$ cat config.mk
export PLATFORM = sky130hd
export DESIGN_NAME = tta_lossless_audio_encoder
export DESIGN_NICKNAME = d
export VERILOG_FILES = /design/src/rtl/tta_pkg.sv /design/src/rtl/tta_ctrl.sv /design/src/rtl/tta_dp.sv /design/src/rtl/tta_lossless_audio_encoder.sv
export SDC_FILE = /design/constraint.sdc
export NUM_CORES = 2
export LEC_CHECK = 0
export ABC_AREA = 1
export BUFFER_PORTS_ARGS = -buffer_cell sky130_fd_sc_hd__buf_2
export CAP_MARGIN = 10
export CORE_ASPECT_RATIO = 0.75
export CORE_MARGIN = 8
export CORE_UTILIZATION = 25
export CTS_CLUSTER_SIZE = 25
export DETAILED_ROUTE_END_ITERATION = 7
export SLEW_MARGIN = 20
export SYNTH_ARGS = -nofsm -noshare
export SYNTH_HDL_FRONTEND = slang
export SYNTH_SLANG_ARGS = --single-unit
$ cat constraint.sdc
create_clock -name clk -period 12.4 [get_ports clk]
set_input_delay 1.24 -clock clk [delete_from_list [all_inputs] [get_ports clk]]
set_output_delay 1.24 -clock clk [all_outputs]
set_load 0.1 [all_outputs]
$ cat src/rtl/tta_pkg.sv
// Package: types, constants and helper functions of the lossless audio encoder.
`default_nettype none
package tta_pkg;
    localparam int TAPS = 8;
    localparam int MAX_BYTES = 64;
    localparam logic [9:0] BIT_LIMIT = 10'(8 * MAX_BYTES + 7);
    localparam logic [5:0] RICE_K_MAX = 6'd32;
    localparam logic [5:0] RICE_K_INIT = 6'd10;
    localparam logic [31:0] RICE_SUM_INIT = 32'd16384;
    localparam logic [31:0] SIGN32 = 32'h8000_0000;
    localparam logic [4:0] BPS_INIT = 5'd16;

    typedef struct packed {
        logic               opcode;
        logic signed [23:0] sample;
    } in_item_t;

    typedef struct packed {
        logic [7:0] code_byte;
        logic       last;
        logic       overflow;
    } out_item_t;

    localparam logic OP_ENCODE = 1'b0;
    localparam logic OP_FLUSH  = 1'b1;

    typedef struct packed {
        logic load;
        logic pred;
        logic filt;
        logic upd;
        logic rice1;
        logic rice2;
        logic emit;
        logic flush;
    } cmd_t;

    typedef struct packed {
        logic tap_last;
        logic emit_done;
        logic flush_done;
    } status_t;

    typedef enum logic [7:0] {
        S_IDLE  = 8'b0000_0001,
        S_PRED  = 8'b0000_0010,
        S_FILT  = 8'b0000_0100,
        S_UPD   = 8'b0000_1000,
        S_RICE1 = 8'b0001_0000,
        S_RICE2 = 8'b0010_0000,
        S_EMIT  = 8'b0100_0000,
        S_FLUSH = 8'b1000_0000
    } state_t;

    // Power of two saturating at the sign bit.
    function automatic logic [31:0] pow2sat(input logic [6:0] n);
        logic [31:0] r;
        begin
            r = (n >= 7'd31) ? SIGN32 : (32'd1 << n[4:0]);
            return r;
        end
    endfunction

    // Step of the sign-sign adaptation: +-1 scaled.
    function automatic logic signed [3:0] sign_step(input logic [31:0] h,
                                                    input logic [3:0] mag);
        logic signed [3:0] r;
        begin
            r = h[31] ? -$signed(mag) : $signed(mag);
            return r;
        end
    endfunction
endpackage
`default_nettype wire

$ cat src/rtl/tta_ctrl.sv
// Controller state machine of the lossless audio encoder.
`default_nettype none
module tta_ctrl (
    input  wire logic            clk,
    input  wire logic            rst_n,
    input  wire logic            in_valid,
    input  wire logic            in_opcode,
    output logic                 in_stall,
    output tta_pkg::cmd_t        cmd,
    input  wire tta_pkg::status_t st
);
    tta_pkg::state_t state_reg, state_next;

    // Advance the state register.
    always_ff @(posedge clk or negedge rst_n)
    begin
        if (!rst_n)
            state_reg <= tta_pkg::S_IDLE;
        else
            state_reg <= state_next;
    end

    // Decode commands and next state.
    always_comb
    begin
        state_next = state_reg;
        cmd = '0;
        in_stall = 1'b1;
        case (state_reg)
            tta_pkg::S_IDLE:
            begin
                in_stall = 1'b0;
                if (in_valid)
                begin
                    cmd.load = 1'b1;
                    state_next = (in_opcode == tta_pkg::OP_FLUSH) ?
                                 tta_pkg::S_FLUSH : tta_pkg::S_PRED;
                end
            end
            tta_pkg::S_PRED:
            begin
                cmd.pred = 1'b1;
                state_next = tta_pkg::S_FILT;
            end
            tta_pkg::S_FILT:
            begin
                cmd.filt = 1'b1;
                if (st.tap_last)
                    state_next = tta_pkg::S_UPD;
            end
            tta_pkg::S_UPD:
            begin
                cmd.upd = 1'b1;
                state_next = tta_pkg::S_RICE1;
            end
            tta_pkg::S_RICE1:
            begin
                cmd.rice1 = 1'b1;
                state_next = tta_pkg::S_RICE2;
            end
            tta_pkg::S_RICE2:
            begin
                cmd.rice2 = 1'b1;
                state_next = tta_pkg::S_EMIT;
            end
            tta_pkg::S_EMIT:
            begin
                cmd.emit = 1'b1;
                if (st.emit_done)
                    state_next = tta_pkg::S_IDLE;
            end
            tta_pkg::S_FLUSH:
            begin
                cmd.flush = 1'b1;
                if (st.flush_done)
                    state_next = tta_pkg::S_IDLE;
            end
            default:
                state_next = tta_pkg::S_IDLE;
        endcase
    end
endmodule
`default_nettype wire

$ cat src/rtl/tta_dp.sv
// Datapath of the lossless audio encoder: predictor, filter, Rice coder, byte packer.
`default_nettype none
module tta_dp (
    input  wire logic               clk,
    input  wire logic               rst_n,
    input  wire logic               cfg_we,
    input  wire logic [4:0]         cfg_data,
    input  wire tta_pkg::in_item_t  in_item,
    input  wire tta_pkg::cmd_t      cmd,
    output tta_pkg::status_t        st,
    output logic                    out_valid,
    input  wire logic               out_stall,
    output tta_pkg::out_item_t      out_item
);
    // Configuration and state registers.
    logic [4:0]         bps_reg;
    logic [31:0]        sample_reg;
    logic [31:0]        prev_reg;
    logic [31:0]        x1_reg;
    logic [31:0]        hist_reg [tta_pkg::TAPS];
    logic [31:0]        coef_reg [tta_pkg::TAPS];
    logic signed [3:0]  step_reg [tta_pkg::TAPS];
    logic [31:0]        lerr_reg;
    logic [31:0]        sum_reg;
    logic [31:0]        prod_reg;
    logic [3:0]         tap_reg;
    logic [5:0]         k1_reg, k2_reg;
    logic [31:0]        rs1_reg, rs2_reg;
    logic [31:0]        val_reg;
    logic               ge_reg;
    logic [5:0]         kc_reg;
    logic [7:0]         pb_reg;
    logic [2:0]         pc_reg;
    logic [9:0]         o_reg;
    logic [9:0]         total_reg;
    logic [32:0]        tail_reg;
    logic               clamp_reg;
    logic [6:0]         j_reg;
    logic               out_valid_reg;
    tta_pkg::out_item_t out_item_reg;

    // Shift amounts by sample width in bytes.
    logic [1:0] size_bytes;
    logic [4:0] pshift, fshift;
    always_comb
    begin
        if (bps_reg <= 5'd8)
            size_bytes = 2'd1;
        else if (bps_reg <= 5'd16)
            size_bytes = 2'd2;
        else
            size_bytes = 2'd3;
        pshift = (size_bytes == 2'd1) ? 5'd4 : 5'd5;
        fshift = (size_bytes == 2'd2) ? 5'd9 : 5'd10;
    end

    // Fixed first-order prediction.
    logic [31:0] pred_mul, pred, x1;
    assign pred_mul = (prev_reg << pshift) - prev_reg;
    assign pred = $signed(pred_mul) >>> pshift;
    assign x1 = sample_reg - pred;

    // Adapt one coefficient and form its product.
    logic [2:0]  tap_idx;
    logic [31:0] step32, coef_new, prod_next;
    assign tap_idx = tap_reg[2:0];
    assign step32 = 32'(step_reg[tap_idx]);
    always_comb
    begin
        if (lerr_reg[31])
            coef_new = coef_reg[tap_idx] - step32;
        else if (lerr_reg != '0)
            coef_new = coef_reg[tap_idx] + step32;
        else
            coef_new = coef_reg[tap_idx];
        prod_next = hist_reg[tap_idx] * coef_new;
    end

    // Residual and history difference chain.
    logic [31:0] err, h7n, h6n, h5n;
    assign err = x1_reg - 32'($signed(sum_reg) >>> fshift);
    assign h7n = x1_reg - hist_reg[7];
    assign h6n = h7n - hist_reg[6];
    assign h5n = h6n - hist_reg[5];

    // Zig-zag map and first Rice level.
    logic [31:0] zz, rs1_new, pw1;
    logic [5:0]  k1_new;
    always_comb
    begin
        if (lerr_reg != '0 && !lerr_reg[31])
            zz = (lerr_reg << 1) - 32'd1;
        else
            zz = 32'd0 - (lerr_reg << 1);
        rs1_new = rs1_reg + zz - (rs1_reg >> 4);
        if (k1_reg > 6'd0 && rs1_new < tta_pkg::pow2sat(7'(k1_reg) + 7'd4))
            k1_new = k1_reg - 6'd1;
        else if (rs1_new > tta_pkg::pow2sat(7'(k1_reg) + 7'd5) && k1_reg < tta_pkg::RICE_K_MAX)
            k1_new = k1_reg + 6'd1;
        else
            k1_new = k1_reg;
        pw1 = tta_pkg::pow2sat(7'(k1_reg));
    end

    // Second Rice level, unary length and clamp.
    logic [31:0] rs2_new, binval;
    logic [5:0]  k2_new, kk;
    logic [33:0] unary;
    logic [34:0] need;
    logic [9:0]  unary_c, o_new, total_new;
    logic        clamp;
    always_comb
    begin
        rs2_new = rs2_reg + val_reg - (rs2_reg >> 4);
        if (k2_reg > 6'd0 && rs2_new < tta_pkg::pow2sat(7'(k2_reg) + 7'd4))
            k2_new = k2_reg - 6'd1;
        else if (rs2_new > tta_pkg::pow2sat(7'(k2_reg) + 7'd5) && k2_reg < tta_pkg::RICE_K_MAX)
            k2_new = k2_reg + 6'd1;
        else
            k2_new = k2_reg;
        kk = ge_reg ? k2_reg : kc_reg;
        unary = ge_reg ? (34'd1 + 34'(val_reg >> kk)) : 34'd0;
        binval = val_reg & 32'((33'd1 << kk) - 33'd1);
        need = 35'(pc_reg) + 35'(unary) + 35'd1 + 35'(kk);
        clamp = need > 35'(tta_pkg::BIT_LIMIT);
        unary_c = clamp ? (tta_pkg::BIT_LIMIT - 10'(pc_reg) - 10'd1 - 10'(kk)) : unary[9:0];
        o_new = 10'(pc_reg) + unary_c;
        total_new = o_new + 10'd1 + 10'(kk);
    end

    // Byte of the code stream at the current byte index.
    logic [9:0]  sbit, dlt, gap;
    logic [7:0]  sbyte, pmask, rest_mask;
    logic [32:0] tshift;
    logic [6:0]  nbytes;
    always_comb
    begin
        sbit = {j_reg, 3'b000};
        dlt = sbit - o_reg;
        gap = o_reg - sbit;
        pmask = 8'((9'd1 << pc_reg) - 9'd1);
        sbyte = (sbit == '0) ? (pb_reg & pmask) : 8'd0;
        tshift = tail_reg >> dlt;
        if (sbit >= o_reg)
            sbyte = sbyte | tshift[7:0];
        else if (gap < 10'd8)
            sbyte = sbyte | (tail_reg[7:0] << gap[2:0]);
        rest_mask = 8'((9'd1 << total_reg[2:0]) - 9'd1);
        nbytes = total_reg[9:3];
    end

    // Output slot handshake.
    logic slot_free, emit_push, flush_push;
    assign slot_free = !out_valid_reg || !out_stall;
    assign emit_push = cmd.emit && (j_reg != nbytes) && slot_free;
    assign flush_push = cmd.flush && (pc_reg != '0) && slot_free;
    assign st.tap_last = (tap_reg == 4'(tta_pkg::TAPS));
    assign st.emit_done = cmd.emit && (j_reg == nbytes);
    assign st.flush_done = cmd.flush && ((pc_reg == '0) || slot_free);

    logic clear_state;
    assign clear_state = st.flush_done;

    // Hold configuration across flushes.
    always_ff @(posedge clk or negedge rst_n)
    begin
        if (!rst_n)
            bps_reg <= tta_pkg::BPS_INIT;
        else if (cfg_we)
            bps_reg <= cfg_data;
    end

    // Update encoder state.
    always_ff @(posedge clk or negedge rst_n)
    begin
        if (!rst_n)
        begin
            prev_reg <= '0;
            lerr_reg <= '0;
            k1_reg <= tta_pkg::RICE_K_INIT;
            k2_reg <= tta_pkg::RICE_K_INIT;
            rs1_reg <= tta_pkg::RICE_SUM_INIT;
            rs2_reg <= tta_pkg::RICE_SUM_INIT;
            pb_reg <= '0;
            pc_reg <= '0;
            tap_reg <= '0;
            j_reg <= '0;
            for (int i = 0; i < tta_pkg::TAPS; i++)
            begin
                hist_reg[i] <= '0;
                coef_reg[i] <= '0;
                step_reg[i] <= '0;
            end
        end
        else if (clear_state)
        begin
            prev_reg <= '0;
            lerr_reg <= '0;
            k1_reg <= tta_pkg::RICE_K_INIT;
            k2_reg <= tta_pkg::RICE_K_INIT;
            rs1_reg <= tta_pkg::RICE_SUM_INIT;
            rs2_reg <= tta_pkg::RICE_SUM_INIT;
            pb_reg <= '0;
            pc_reg <= '0;
            for (int i = 0; i < tta_pkg::TAPS; i++)
            begin
                hist_reg[i] <= '0;
                coef_reg[i] <= '0;
                step_reg[i] <= '0;
            end
        end
        else
        begin
            if (cmd.pred)
            begin
                prev_reg <= sample_reg;
                tap_reg <= '0;
            end
            if (cmd.filt && !st.tap_last)
            begin
                coef_reg[tap_idx] <= coef_new;
                tap_reg <= tap_reg + 4'd1;
            end
            if (cmd.upd)
            begin
                lerr_reg <= err;
                for (int i = 0; i < 4; i++)
                begin
                    hist_reg[i] <= hist_reg[i + 1];
                    step_reg[i] <= step_reg[i + 1];
                end
                hist_reg[4] <= h5n;
                hist_reg[5] <= h6n;
                hist_reg[6] <= h7n;
                hist_reg[7] <= x1_reg;
                step_reg[4] <= tta_pkg::sign_step(hist_reg[4], 4'd1);
                step_reg[5] <= tta_pkg::sign_step(hist_reg[5], 4'd2);
                step_reg[6] <= tta_pkg::sign_step(hist_reg[6], 4'd2);
                step_reg[7] <= tta_pkg::sign_step(hist_reg[7], 4'd4);
            end
            if (cmd.rice1)
            begin
                rs1_reg <= rs1_new;
                k1_reg <= k1_new;
            end
            if (cmd.rice2)
            begin
                if (ge_reg)
                begin
                    rs2_reg <= rs2_new;
                    k2_reg <= k2_new;
                end
                j_reg <= '0;
            end
            if (emit_push)
                j_reg <= j_reg + 7'd1;
            if (st.emit_done)
            begin
                pc_reg <= total_reg[2:0];
                pb_reg <= sbyte & rest_mask;
            end
        end
    end

    // Hold working values of the current item.
    always_ff @(posedge clk)
    begin
        if (cmd.load)
            sample_reg <= 32'(in_item.sample);
        if (cmd.pred)
        begin
            x1_reg <= x1;
            sum_reg <= 32'd1 << (fshift - 5'd1);
        end
        if (cmd.filt)
        begin
            prod_reg <= prod_next;
            if (tap_reg != '0)
                sum_reg <= sum_reg + prod_reg;
        end
        if (cmd.rice1)
        begin
            kc_reg <= k1_reg;
            ge_reg <= (zz >= pw1);
            val_reg <= (zz >= pw1) ? (zz - pw1) : zz;
        end
        if (cmd.rice2)
        begin
            o_reg <= o_new;
            total_reg <= total_new;
            tail_reg <= {binval, 1'b1};
            clamp_reg <= clamp;
        end
    end

    // Advance the output register.
    always_ff @(posedge clk or negedge rst_n)
    begin
        if (!rst_n)
            out_valid_reg <= 1'b0;
        else if (emit_push || flush_push)
            out_valid_reg <= 1'b1;
        else if (!out_stall)
            out_valid_reg <= 1'b0;
    end

    always_ff @(posedge clk)
    begin
        if (emit_push)
        begin
            out_item_reg.code_byte <= sbyte;
            out_item_reg.last <= 1'b0;
            out_item_reg.overflow <= clamp_reg;
        end
        else if (flush_push)
        begin
            out_item_reg.code_byte <= pb_reg;
            out_item_reg.last <= 1'b1;
            out_item_reg.overflow <= 1'b0;
        end
    end

    assign out_valid = out_valid_reg;
    assign out_item = out_item_reg;
endmodule
`default_nettype wire

$ cat src/rtl/tta_lossless_audio_encoder.sv
// Top level of the lossless audio encoder.
// Usage:
//   Input channel in_valid/in_stall/in_item carries one item: an encode
//   opcode with a 24-bit signed sample, or a flush opcode. The block takes
//   one item at a time; in_stall is low only while it is idle.
//   An encode item passes load, predict, the filter steps for eight taps
//   through one shared multiplier, update and both Rice levels before its
//   first byte, then emits one byte per cycle while the receiver does not
//   stall, 0 to 64 bytes, and closes before it returns to idle.
//   A flush item emits the pending partial byte with last set (if any bits
//   are pending) and returns all coding state to its reset values.
//   Output channel out_valid/out_stall/out_item holds each byte in a
//   register; while the receiver stalls the byte stays and the packer waits.
//   cfg_we/cfg_data write bits_per_sample; write only while idle. Flush
//   keeps the register.
//   Reset (rst_n low, asynchronous) clears all coding state and sets
//   bits_per_sample to 16.
`default_nettype none
module tta_lossless_audio_encoder (
    input  wire logic               clk,
    input  wire logic               rst_n,
    input  wire logic               cfg_we,
    input  wire logic [4:0]         cfg_data,
    input  wire logic               in_valid,
    output logic                    in_stall,
    input  wire tta_pkg::in_item_t  in_item,
    output logic                    out_valid,
    input  wire logic               out_stall,
    output tta_pkg::out_item_t      out_item
);
    tta_pkg::cmd_t    cmd;
    tta_pkg::status_t st;

    tta_ctrl u_ctrl (
        .clk       (clk),
        .rst_n     (rst_n),
        .in_valid  (in_valid),
        .in_opcode (in_item.opcode),
        .in_stall  (in_stall),
        .cmd       (cmd),
        .st        (st)
    );

    tta_dp u_dp (
        .clk       (clk),
        .rst_n     (rst_n),
        .cfg_we    (cfg_we),
        .cfg_data  (cfg_data),
        .in_item   (in_item),
        .cmd       (cmd),
        .st        (st),
        .out_valid (out_valid),
        .out_stall (out_stall),
        .out_item  (out_item)
    );
endmodule
`default_nettype wire

==> results_dict.tcl <==
set metrics [dict create \
    crit_path_start_kind "flip-flop" \
    ys_seq_elements 911 \
    crit_top_cell "nand2_1" \
    syn-mean-instance-area_um2 7.70 \
    hold_buffers 0 \
    rows 183 \
    fmax_mhz 86.0 \
    hold_viol_final 0 \
    synth.distinct_cells 72 \
    synth_edf_count 189 \
    first_pass_iters 6 \
    ios 47 \
    syn_nets 12000 \
    tritoncts "yes" \
    ys_warn_count 0 \
    critPathLaunch "u_dp.tap_reg[0]$_DFFE_PN0P_" \
    r2r_end "u_dp.prod_reg[30]$_DFFE_PN_" \
    syn_area_mm2 0.0834 \
    portBuffers 46 \
    final_nets 11900 \
    dieArea_mm2 0.353 \
    worst_slew_pin_slew_ns 1.28 \
    r2r-start "u_dp.tap_reg[0]$_DFFE_PN0P_" \
    drt-initial-drc-count 8147 \
    layoutNonFillerInstCount 15200 \
    hp-class "primary input to asynchronous set/reset pin" \
    syn_to_final_growth_pct 10.7 \
    antenna_found_initial 12 \
    grt_pass1_vias 70300 \
    cts.clk_slew.worst_paths_ns 0.08 \
    gp_congestion 0.934 \
    routed_wl_um 279000 \
    drt-vias-per-instance 4.88 \
    clk_latency_ns 0.73 \
    fp.coreArea_mm2 0.332 \
    drive_above_1_share 0.0499 \
    status "finished clean" \
    required_ns 12.87 \
    arrival_ns 12.10 \
    async_flop_share 0.756 \
    start_util 0.251 \
    place_inst 15100 \
    hold_ws_ns 0.451 \
    fillers 36000 \
    synth_ff_type "dfrtp_1" \
    chipWidth_um 683 \
    drc 0 \
    worstSetupPathType "flip-flop to flip-flop" \
    cts.sinks 911 \
    cts_htree_levels 3 \
    grt_pass1_wl_um 430000 \
    gr-total-overflow 0 \
    cts_buffers 93 \
    dp_hpwl_um 216000 \
    period_share 0.938 \
    grt_max_degree 100 \
    cts_root_buffer "clkbuf_16" \
    synth_top_area_frac 0.204 \
    seq_area_mm2 0.0236 \
    setup_violations 0 \
    slew_headroom 0.142 \
    yosys-top-cells-area "dfrtp_1 (20%), fa_1 (12%), ha_1 (11%), nand2_1 (9.2%), inv_1 (8.2%)" \
    largest_reg_flops 256 \
    r2r_cells 49 \
    dieHeight_um 516 \
    yosysTopAreaCell "dfrtp_1" \
    cpPeakStageDelay_ns 0.65 \
    cap_violations 0 \
    fin_crit_ns 11.63 \
    tns_ns 0 \
    finalMaxSlewViolations 0 \
    antenna_left 0 \
    cp_slowest_cell "o311ai_0" \
    critical_path.max_fanout 20 \
    syn_inst 10800 \
    skew_ns 0.0598 \
    synth-seq-area-share 0.283 \
    post_drt_wl_per_cell_um 18.3 \
    grt_use_total 0.154 \
    multi_input_area_mm2 0.0513 \
    rsz0062_at_grt "no" \
    clock_path_buffers 3 \
    vias 74400 \
    crit_path_end_kind "flip-flop" \
    regToRegSetupSlack_ns 0.77 \
]
## placed cells by master, fill, tap and decap left out, types with 30 or more instances in the layout
cell type	n
a21oi_1	550
xnor2_1	120
ha_1	700
buf_2	45
nand2_2	35
nor3_1	88
nand2_1	2023
a221oi_1	83
fa_1	482
o21bai_1	34
edfxtp_1	189
o22ai_1	407
nand4_1	112
o21ai_0	755
dfrtp_1	681
o31ai_1	33
a31oi_1	30
inv_1	1818
o211ai_1	41
buf_4	176
xor2_1	311
dfxtp_1	33
nor2_1	776
clkbuf_16	102
nand3_1	701
## cells by family after synthesis
family,synth area share
fa+ha+maj,0.221
flops,0.283
mux,0.00147
compound gates,0.148
simple gates,0.196
buf+inv,0.105
xor+xnor,0.0455
## synth_stat cells (25+ instances only)
cell type  count
buf_1         36
clkbuf_1     354
nand2_1     2035
inv_1       1823
o21ai_0      756
a31oi_1       30
dfrtp_1      681
o211ai_1      41
ha_1         700
a211oi_1      29
nor3_1        89
nand4_1      112
nand3_1      705
nor4_1        25
fa_1         482
edfxtp_1     189
a21oi_1      551
a22oi_1       25
xnor2_1      120
a221oi_1      83
o2111ai_1     29
o22ai_1      407
xor2_1       313
o21bai_1      34
dfxtp_1       33
nor2_1       782
o31ai_1       33
## worst max path at each step
stage / to
final: u_dp.prod_reg[30]$_DFFE_PN_
after CTS: u_dp.prod_reg[30]$_DFFE_PN_
after global placement: u_dp.prod_reg[31]$_DFFE_PN_
after floorplan: u_dp.prod_reg[30]$_DFFE_PN_
after detailed placement: u_dp.prod_reg[30]$_DFFE_PN_
after global routing: u_dp.prod_reg[30]$_DFFE_PN_
## layout make-up
class,instances,area share
clock buffers,138,0.0303
clock inverters,36,0.00563
multi-input cells,7632,0.556
repair buffers,223,0.0171
diodes,1,0.0000271
well taps,4440,0.0602
inverters,1852,0.0756
flip-flops and latches,911,0.256
## metal layers
metal / global-route usage / vias to the layer above / share of wire
met1: 0.240 / 35600 / 0.49
met5: 0 / - / 0.000072
met3: 0.0328 / 349 / 0.096
met2: 0.215 / 3052 / 0.39
met4: 0.0281 / 2 / 0.020
li1: - / 35400 / -
## through the flow
stage | area (um2) | setup slack (ns) | util
after floorplan | 83400 | 1.30 | -
after detailed placement | 88900 | 0.637 | 0.268
after CTS | 92200 | 0.596 | 0.278
after global routing | 92300 | 0.0447 | 0.278
after global placement | 88900 | 0.534 | 0.268
final | 92300 | 0.766 | 0.278
## critical path, delay by kind of cell, from the launching register on
| kind | cells | cell delay, ns |
|---|---|---|
| fa+ha+maj | 10 | 4.35 |
| compound gates | 13 | 3.33 |
| simple gates | 16 | 1.60 |
| buf+inv | 8 | 1.25 |
| flops | 1 | 0.59 |
| xor+xnor | 2 | 0.23 |
## what timing repair did
item	4_1_cts	5_1_grt
setup endpoints to repair	0	3
buffers inserted	0	5
gates resized for setup	0	3
Power is left out: the tool's default activity adds up to more than one toggle a clock period on the data nets, which glitch-free logic cannot reach.
